File: config.mk
export PLATFORM = sky130hd
export DESIGN_NAME = lbce_round
export DESIGN_NICKNAME = d
export VERILOG_FILES = /design/src/rtl/lbce_pkg.sv /design/src/rtl/lbce_round.sv
export VERILOG_INCLUDE_DIRS = /design/src /design/src/rtl
export SDC_FILE = /design/constraint.sdc
export NUM_CORES = 1
export LEC_CHECK = 0
export BUFFER_PORTS_ARGS = -buffer_cell sky130_fd_sc_hd__buf_2
export CAP_MARGIN = 25
export CORE_AREA = 4 4 127 129
export DETAILED_ROUTE_END_ITERATION = 8
export DIE_AREA = 0 0 131 133
export PLACE_DENSITY = 0.75
export SYNTH_ARGS = -nofsm -noshare
export SYNTH_HDL_FRONTEND = slang
export SYNTH_SLANG_ARGS = --single-unit
File: constraint.sdc
create_clock -name clk -period 1.55 [get_ports clk]
set_clock_uncertainty 0.2 [all_clocks]
set_input_delay 0 -clock clk [delete_from_list [all_inputs] [get_ports clk]]
set_output_delay 0 -clock clk [all_outputs]
set_load 0.05 [all_outputs]
File: src/rtl/lightweight_block_cipher_encrypt_defines.svh
// assertion macros shared by the rtl
`ifndef LIGHTWEIGHT_BLOCK_CIPHER_ENCRYPT_DEFINES_SVH
`define LIGHTWEIGHT_BLOCK_CIPHER_ENCRYPT_DEFINES_SVH

// same-cycle implication
`define LBCE_ASSERT_IMP(lbl, ck, rs, ante, cons, msg) \
  lbl: assert property (@(posedge ck) disable iff (rs) (ante) |-> (cons)) \
    else $error(msg);

// next-cycle implication
`define LBCE_ASSERT_NXT(lbl, ck, rs, ante, cons, msg) \
  lbl: assert property (@(posedge ck) disable iff (rs) (ante) |=> (cons)) \
    else $error(msg);

`endif

File: src/rtl/lbce_pkg.sv
package lbce_pkg;

  localparam int BLOCK_W    = 64;
  localparam int KEY_W      = 80;
  localparam int KEY_HIGH_W = 16;
  localparam int RC_W       = 5;
  localparam int ROUNDS_DEF = 31;
  localparam int REG_IDX_W  = 1;

  typedef enum logic [REG_IDX_W-1:0] {
    REG_KEY_LOW  = 1'b0,
    REG_KEY_HIGH = 1'b1
  } reg_idx_t;

  typedef logic [BLOCK_W-1:0] block_t;
  typedef logic [KEY_W-1:0]   key_t;

  function automatic logic [3:0] sbox(input logic [3:0] x);
    logic [3:0] y;
    case (x)
      4'h0: y = 4'hC;
      4'h1: y = 4'h5;
      4'h2: y = 4'h6;
      4'h3: y = 4'hB;
      4'h4: y = 4'h9;
      4'h5: y = 4'h0;
      4'h6: y = 4'hA;
      4'h7: y = 4'hD;
      4'h8: y = 4'h3;
      4'h9: y = 4'hE;
      4'hA: y = 4'hF;
      4'hB: y = 4'h8;
      4'hC: y = 4'h4;
      4'hD: y = 4'h7;
      4'hE: y = 4'h1;
      4'hF: y = 4'h2;
      default: y = 4'h0;
    endcase
    return y;
  endfunction

  function automatic block_t sub_layer(input block_t s);
    block_t r;
    for (int n = 0; n < BLOCK_W / 4; n++) begin
      r[4*n +: 4] = sbox(s[4*n +: 4]);
    end
    return r;
  endfunction

  // bit i moves to 16*(i mod 4) + i/4, bit 63 stays
  function automatic block_t perm_layer(input block_t s);
    block_t r;
    r[BLOCK_W-1] = s[BLOCK_W-1];
    for (int i = 0; i < BLOCK_W - 1; i++) begin
      r[16 * (i & 3) + (i >> 2)] = s[i];
    end
    return r;
  endfunction

  function automatic block_t round_key(input key_t k);
    return k[KEY_W-1 -: BLOCK_W];
  endfunction

  function automatic key_t key_update(input key_t k, input logic [RC_W-1:0] rc);
    key_t r;
    r = {k[18:0], k[KEY_W-1:19]};
    r[KEY_W-1 -: 4] = sbox(r[KEY_W-1 -: 4]);
    r[19:15] = r[19:15] ^ rc;
    return r;
  endfunction

endpackage

File: src/rtl/lbce_round.sv
`include "lightweight_block_cipher_encrypt_defines.svh"

module lbce_round #(
  parameter logic [lbce_pkg::RC_W-1:0] RC = lbce_pkg::RC_W'(1)
) (
  input  logic                      clk,
  input  logic                      rst,
  input  logic                      valid_in,
  input  logic [lbce_pkg::BLOCK_W-1:0] state_in,
  input  logic [lbce_pkg::KEY_W-1:0]   key_in,
  output logic                      valid,
  output logic [lbce_pkg::BLOCK_W-1:0] state,
  output logic [lbce_pkg::KEY_W-1:0]   key
);
  import lbce_pkg::*;

  block_t state_next;
  key_t   key_next;

  always_comb begin
    state_next = perm_layer(sub_layer(state_in ^ round_key(key_in)));
    key_next   = key_update(key_in, RC);
  end

  always_ff @(posedge clk) begin
    if (rst) begin
      valid <= 1'b0;
    end else begin
      valid <= valid_in;
    end
  end

  always_ff @(posedge clk) begin
    state <= state_next;
    key   <= key_next;
  end

  `LBCE_ASSERT_IMP(a_valid_src, clk, rst, valid, $past(valid_in), "round valid without request")
  `LBCE_ASSERT_NXT(a_valid_fwd, clk, rst, valid_in, valid, "round dropped a request")
  `LBCE_ASSERT_IMP(a_key_rot, clk, rst, valid, key[14:0] == $past(key_in[33:19]),
                   "key rotation mismatch")

endmodule

# Word level (Yosys, flattened, before mapping)
# Memory sizes are Yosys's and may differ from the RTL's. A register that Yosys moved wholly into a read port is not among the register bits.
# Cells that the tools add are included.
[classes] addsub=0 n_mul=0 n_div=0 order_cmp=0 n_eq_ne=0 shift=0 muxes=0 n_bitwise=2 n_reduce_logical=0
[op_table] cell="$xor 64x64->64" count=1
[op_table] cell="$not 1->1" count=1
[word_totals] ff_bits=81 latchBits=0 ramBits=0 mem_bits_ro=1088 input_bits=147 output_inout_bits=145 word_cells=21 mem_count=17
[memory_table] memory="(no name shown)" words=16 word_bits=4 read_ports=1 rd_clocked_by_memory_dff=1 wr=0 line_no="lbce_pkg.sv:20" source="case (x)"
[memory_table] memory="(no name shown)" words=16 word_bits=4 read_ports=1 rd_clocked_by_memory_dff=1 wr=0 line_no="lbce_pkg.sv:20"
[memory_table] memory="(no name shown)" words=16 word_bits=4 read_ports=1 rd_clocked_by_memory_dff=1 wr=0 line_no="lbce_pkg.sv:20"
[memory_table] memory="(no name shown)" words=16 word_bits=4 read_ports=1 rd_clocked_by_memory_dff=1 wr=0 line_no="lbce_pkg.sv:20"
[memory_table] memory="(no name shown)" words=16 word_bits=4 read_ports=1 rd_clocked_by_memory_dff=1 wr=0 line_no="lbce_pkg.sv:20"
[memory_table] memory="(no name shown)" words=16 word_bits=4 read_ports=1 rd_clocked_by_memory_dff=1 wr=0 line_no="lbce_pkg.sv:20"
[memory_table] memory="11 more memories"

# Depth between registers and ports, before layout
# Gate-level depths: netlist (run 1).
[depth] depth_word=1 mapped_depth=6 ltp_nobuf=5

# Worst setup path before layout (run 1)
# OpenSTA, ideal clock, no wires.
[synth_path] path_kind="input-to-reg" from="input port key_in[17] (netlist bit)" to="register state[32] (netlist bit)" setup_ns=0.134 t_arrival_ns=1.190 required_time_ns=1.216 setup_slack_ns=0.026 path_stages=5 path_buffers=1 path_cell_list="buf_2 xnor2_1 inv_1 ha_1 mux4_2"
[synth_between] elab_chain_cells=1
[synth_lines] element="from (decl)" line_no="lbce_round.sv:10" source="input logic [lbce_pkg::KEY_W-1:0] key_in,"
[synth_lines] element="$xor 64x64->64" line_no="lbce_round.sv:21" source="state_next = perm_layer(sub_layer(state_in ^ round_key(key_in)));"
[synth_lines] element="to (decl)" line_no="lbce_round.sv:12" source="output logic [lbce_pkg::BLOCK_W-1:0] state,"
# No other way between the ends.
# A chain may end at the register's enable or synchronous reset.

# Final worst setup path (run 1)
[layout_path] from="input port state_in[48] (netlist bit)" to="register state[44] (netlist bit)"
[layout_between] elab_chain_cells=1
[layout_lines] element="from (decl)" line_no="lbce_round.sv:9" source="input logic [lbce_pkg::BLOCK_W-1:0] state_in,"
[layout_lines] element="$xor 64x64->64" line_no="lbce_round.sv:21"
# No other way between the ends.

==> flow_metrics.py, run 1 <==
metrics = {
    "run_status": {
        "outcome": "complete, but fails checks",
        "violations": "hold timing, setup timing",
    },
    "clocking": {
        "cts_setup_buffers": 0,
        "cts_tree": "built",
        "cts_root_buf": "clkbuf_16",
        "cts_max_level": 4,
        "clk_pin_slew_ns": 0.06,
        "cts_buffer_depth": 2,
        "cts.sinks": 145,
        "cts_buffers": 17,
    },
    "detailed_routing": {
        "first_pass_iters": 4,
        "totalWireLength_um": 20500,
        "drc_errors": 0,
        "routedWlPerCell_um": 16.8,
        "ant_nets": 0,
        "vias_per_cell": 4.69,
        "drt_iter0_markers": 162,
        "vias": 5732,
    },
    "place": {
        "hpwl_um": 12000,
        "gp_congestion": 0.829,
        "place_inst": 1034,
        "io_buffers": 291,
        "dp_slack_ns": -0.146,
    },
    "floorplanning": {
        "initial_core_util": 0.411,
        "fp-row-count": 45,
        "die_area_um2": 17400,
        "ios": 292,
        "die_w_um": 131,
        "die_h_um": 133,
        "coreArea_um2": 15000,
    },
    "sta": {
        "timing.final.crit_share": 1.01,
        "drv_slew": 0,
        "slew_headroom": 0.723,
        "fin_tns_setup_ns": -0.0128,
        "worst_pin_slew_ns": 0.413,
        "fmax_mhz": 640,
        "hold_viol": 8,
        "setup_ws_ns": -0.0128,
        "holdWs_ns": -0.0536,
        "setup_viol": 1,
        "fin_crit_ns": 1.56,
    },
    "synthesis": {
        "synth-simple-area-share": 0.0178,
        "ys_types": 27,
        "synth_compound_area_frac": 0.0642,
        "async_flop_share": 0,
        "synth_area_um2": 6180,
        "yosysSeqAreaShare": 0.470,
        "synth_area_per_cell_um2": 12.7,
        "synth_fp_nets": 688,
        "synth_enable_flop_cells": 0,
        "yosys.area_share.xor_xnor": 0.145,
        "synth_top_family_by_area": "multiplexers",
        "muxShareOfSynthArea": 0.153,
        "synth-seq-cells": 145,
        "synth_ff_type": "dfxtp_1",
        "syn_inst": 488,
        "synthAdderAreaFrac": 0.107,
        "yosysWarnings": 0,
    },
    "worst_setup_path": {
        "endpoint_kind": "register",
        "crit_required_ns": 1.64,
        "critPathBufInv": 2,
        "crit_path_max_fanout": 2,
        "crit_slowest_cell": "dlygate4sd3_1",
        "max_stage_delay_ns": 0.54,
        "crit_arrival_ns": 1.65,
        "path_class": "in2reg",
        "worstPathCellList": "dlygate4sd3_1 -> buf_2 -> xor2_2 -> ha_1 -> mux4_2",
        "startpoint_type": "input port",
        "critPathTopFamily": "buffers and inverters",
    },
    "global_routing": {
        "grt_remaining_overflow": 0,
        "use_met3": 0.0666,
        "antenna_found_initial": 0,
        "gr-max-usage-layer": "met2",
        "grt_max_degree": 17,
        "gr-usage-met1": 0.217,
        "first_global_vias": 6263,
        "grt_use_total": 0.220,
        "grt_pass1_wl_um": 30000,
        "use_met2": 0.409,
    },
    "cells_and_area": {
        "final_cells": 1221,
        "area_growth_pct": 74.2,
        "drive_above_1_share": 0.442,
        "antenna-diode-count": 0,
        "nNetsFinal": 1222,
    },
    "pwr": {
        "ir_worst_vdd_mv": 0.981,
        "p_leak_nw": 5.26,
        "p_per_area_nw_per_um2": 1260,
        "finalPower_w": 0.0136,
    },
    "flow_run": {
        "maxCapViolations": 0,
    },
    "worst_hold_path": {
        "hold_path_class": "in2reg",
    },
}
==> synthesized netlist by cell type (2+ instances only) <==
cell / n / area share
nand3_1: 15 / 0.012
nand2_1: 3 / 0.0018
o21a_1: 2 / 0.0024
xnor2_1: 43 / 0.061
xor2_2: 16 / 0.042
ha_1: 53 / 0.11
mux2i_1: 47 / 0.076
xnor2_2: 5 / 0.013
mux4_1: 10 / 0.043
o221a_2: 14 / 0.026
o21ai_0: 18 / 0.015
dfxtp_1: 145 / 0.47
inv_1: 66 / 0.040
o211ai_1: 14 / 0.017
mux4_2: 9 / 0.033
xor2_1: 17 / 0.024
==> metrics by stage <==
stage          instance area (µm²)  utilization  hold slack [ns]
2_1_floorplan                 6180            -           -0.172
3_3_place_gp                  8370        0.557          -0.0978
3_5_place_dp                  8370        0.557          -0.0964
4_1_cts                      10500        0.701           -0.508
5_1_grt                      10800        0.716         0.000326
6_report                     10800        0.716          -0.0536
==> sequential cells by signal (all words and copies together) (netlist names) <==
name	flops
valid	1
key	80
state	64
==> cell type report <==
| type | instances | area, µm² |
|---|---|---|
| multi-input cells | 275 | 3200 |
| fillers | 973 | 4270 |
| clock buffers | 20 | 457 |
| clock inverters | 10 | 136 |
| well taps | 188 | 235 |
| repair buffers | 517 | 3580 |
| inverters | 66 | 248 |
| flip-flops and latches | 145 | 2900 |
==> path summary, 6_finish.rpt <==
kind                    startpoint        end  slack, ns  cells past startpoint
worst min-delay path  state_in[29]  state[55]      -0.05                      6
worst max-delay path  state_in[48]  state[44]      -0.01                      5
==> worst min-delay path, stage by stage <==
cell,delay [ns]
buf_2,0.09
xnor2_1,0.08
inv_1,0.09
buf_4,0.11
o211ai_1,0.08
o21ai_0,0.08
==> where the power goes <==
| part | internal (W) | switching [W] | total (W) |
|---|---|---|---|
| Combinational | 0.00183 | 0.00321 | 0.00504 |
| Clock | 0.00259 | 0.00158 | 0.00418 |
| Sequential | 0.00425 | 0.000137 | 0.00439 |
==> timing repair <==
action	CTS	global route
gates resized for setup	0	35
endpoints found under the setup margin	0	20
endpoints found under the hold margin	145	13
hold buffers	157	9
==> cell usage in the layout (no fill, tap or decap), types with 6 or more instances in the layout <==
cell / n
buf_2: 286
dlygate4sd3_1: 160
dfxtp_1: 145
buf_4: 67
inv_1: 66
ha_1: 49
mux2i_1: 46
xnor2_1: 34
xor2_2: 22
o21ai_0: 18
clkbuf_16: 17
nand3_1: 15
o221a_2: 14
o211ai_1: 14
xnor2_2: 13
mux4_2: 13
xor2_1: 9
mux4_1: 6
==> routing by layer <==
metal  vias to the layer above  part of all wire
met4                         0             0.036
met3                        54             0.070
met5                         -                 0
li1                       2733                 -
met2                       244              0.54
met1                      2701              0.35
==> cell families (layout without fill, tap and decap cells) <==
logic type,after synthesis,after routing
xor+xnor,82,82
buf+inv,68,613
flops,145,145
compound gates,51,51
mux,67,67
simple gates,22,22
fa+ha+maj,53,53
Note: power is estimated with default switching activity, not from simulation.
==> run 2, diff against run 1 <==
Settings changed: PLACE_DENSITY 0.75 to 0.78.
==> flow_metrics.py, run 2 (synthesis results as in run 1) <==
metrics = {
    "place": {
        "dp_slack_ns": -0.0984,
        "placed_cell_area_um2": 8330,
        "gp_congestion": 0.803,
        "io_buffers": 291,
        "hpwl_um": 12000,
    },
    "floorplanning": {
        "fp-row-count": 45,
        "die_area_um2": 17400,
        "ios": 292,
        "coreArea_um2": 15000,
        "die_h_um": 133,
        "initial_core_util": 0.411,
        "die_w_um": 131,
    },
    "clocking": {
        "cts.sinks": 145,
        "cts_buffer_depth": 2,
        "clk_pin_slew_ns": 0.05,
        "cts_buffers": 17,
        "cts_tree": "built",
        "cts_root_buf": "clkbuf_16",
        "cts_max_level": 4,
    },
    "pwr": {
        "p_per_area_nw_per_um2": 1260,
        "p_leak_nw": 5.11,
        "ir_worst_vdd_mv": 0.661,
    },
    "global_routing": {
        "use_met3": 0.0642,
        "grt_max_degree": 17,
        "grt_pass1_wl_um": 29100,
        "antenna_found_initial": 1,
        "gr-usage-met1": 0.202,
        "first_global_vias": 6011,
        "grt_use_total": 0.213,
        "gr-max-usage-layer": "met2",
        "grt_remaining_overflow": 0,
        "use_met2": 0.410,
    },
    "detailed_routing": {
        "totalWireLength_um": 18900,
        "vias": 5613,
        "drc_errors": 0,
        "ant_nets": 0,
        "routedWlPerCell_um": 15.7,
        "drt_iter0_markers": 168,
        "vias_per_cell": 4.67,
        "first_pass_iters": 4,
    },
    "worst_setup_path": {
        "crit_required_ns": 1.63,
        "endpoint_kind": "register",
        "startpoint_type": "input port",
        "crit_path_max_fanout": 4,
        "crit_arrival_ns": 1.61,
        "path_class": "in2reg",
    },
    "worst_hold_path": {
        "worstHoldPathCells": 2,
        "hold_path_class": "in2reg",
        "hold_start": "key_in[18]",
        "min_to": "key[77]",
    },
    "sta": {
        "slew_headroom": 0.638,
        "fmax_mhz": 653,
        "fin_tns_setup_ns": 0,
        "holdWs_ns": -0.152,
        "timing.final.crit_share": 0.987,
        "setup_viol": 0,
        "setup_ws_ns": 0.0196,
        "fin_crit_ns": 1.53,
        "hold_viol": 7,
        "worst_pin_slew_ns": 0.539,
        "drv_slew": 0,
    },
    "cells_and_area": {
        "fin_util": 0.691,
        "largest_reg_flops": 80,
        "mostFrequentLayoutCells": "buf_2 (286), dlygate4sd3_1 (146), dfxtp_1 (145), inv_1 (66), buf_4 (66)",
        "nNetsFinal": 1203,
        "regMostFlops": "key",
        "largestRegisters": "key x80, state x64, valid x1",
        "drive_above_1_share": 0.426,
        "final_common_cell": "buf_2",
        "finalInstanceArea_um2": 10400,
        "area_growth_pct": 68.1,
    },
    "run_status": {
        "outcome": "complete, but fails checks",
        "violations": "hold timing",
    },
    "flow_run": {
        "maxCapViolations": 0,
    },
}
## run 2: cell types whose count changed in the layout (fill, tap and decap cells not counted), moves of 3 or more
cell	change
buf_6	-3
clkbuf_8	+3
dlygate4sd3_1	-14
ha_1	+4
ha_4	-3
xnor2_1	+8
xnor2_2	-7
xor2_1	+4
xor2_2	-3
## run 2: area by class of cell
type	count	area, µm²
antenna	1	2.50
clock buffer	25	505
clock inverter	5	52.6
fill	1018	4650
inverter	66	248
multi-input combinational	275	3050
sequential	145	2900
tap	188	235
timing repair buffer	498	3390
## run 2: worst max-delay path by stage
| stage | start | endpoint | slack [ns] | depth (start not counted) |
|---|---|---|---|---|
| floorplan | key_in[17] | state[32] | 0.03 | 5 |
| global placement | key_in[61] | state[43] | -0.06 | 5 |
| detailed placement | key_in[36] | state[37] | -0.1 | 4 |
| CTS | key_in[20] | state[33] | 0.006 | 6 |
| global route | state_in[40] | state[42] | -0.01 | 6 |
| finish | key_in[40] | state[38] | 0.02 | 6 |
## run 2: layer usage
| metal | vias up | wire [µm] |
|---|---|---|
| met5 | - | 0 |
| met4 | 0 | 656 |
| met3 | 55 | 1380 |
| met2 | 233 | 10400 |
| met1 | 2622 | 6420 |
| li1 | 2703 | - |
## run 2: through the flow
step / hold WS (ns) / power, W / instances
2_1_floorplan: -0.172 / 0.00754 / 488
3_3_place_gp: -0.0975 / 0.00878 / 1029
3_5_place_dp: -0.0964 / 0.00886 / 1029
4_1_cts: -0.499 / 0.0131 / 1207
5_1_grt: -0.162 / 0.0137 / 1203
6_report: -0.152 / 0.0131 / 1203
## run 2: critical path: stages
cell and delay (ns):
buf_2 0.11, xor2_1 0.18, dlygate4sd3_1 0.56, buf_4 0.15, ha_1 0.16, mux4_2 0.44
## run 2: repair_timing
item | 4_1_cts | 5_1_grt
setup endpoints to repair | 0 | 15
resized for setup | 0 | 9
hold endpoints to repair | 145 | 8
setup buffers | 0 | 2
hold buffers | 148 | 3
## run 2: power by group
| group | leakage [nW] | total, W | switching [W] | internal (W) |
|---|---|---|---|---|
| sequential | 1.22 | 0.00438 | 0.000127 | 0.00425 |
| clock | 0.275 | 0.00389 | 0.00150 | 0.00240 |
| combinational | 3.61 | 0.00485 | 0.00314 | 0.00172 |
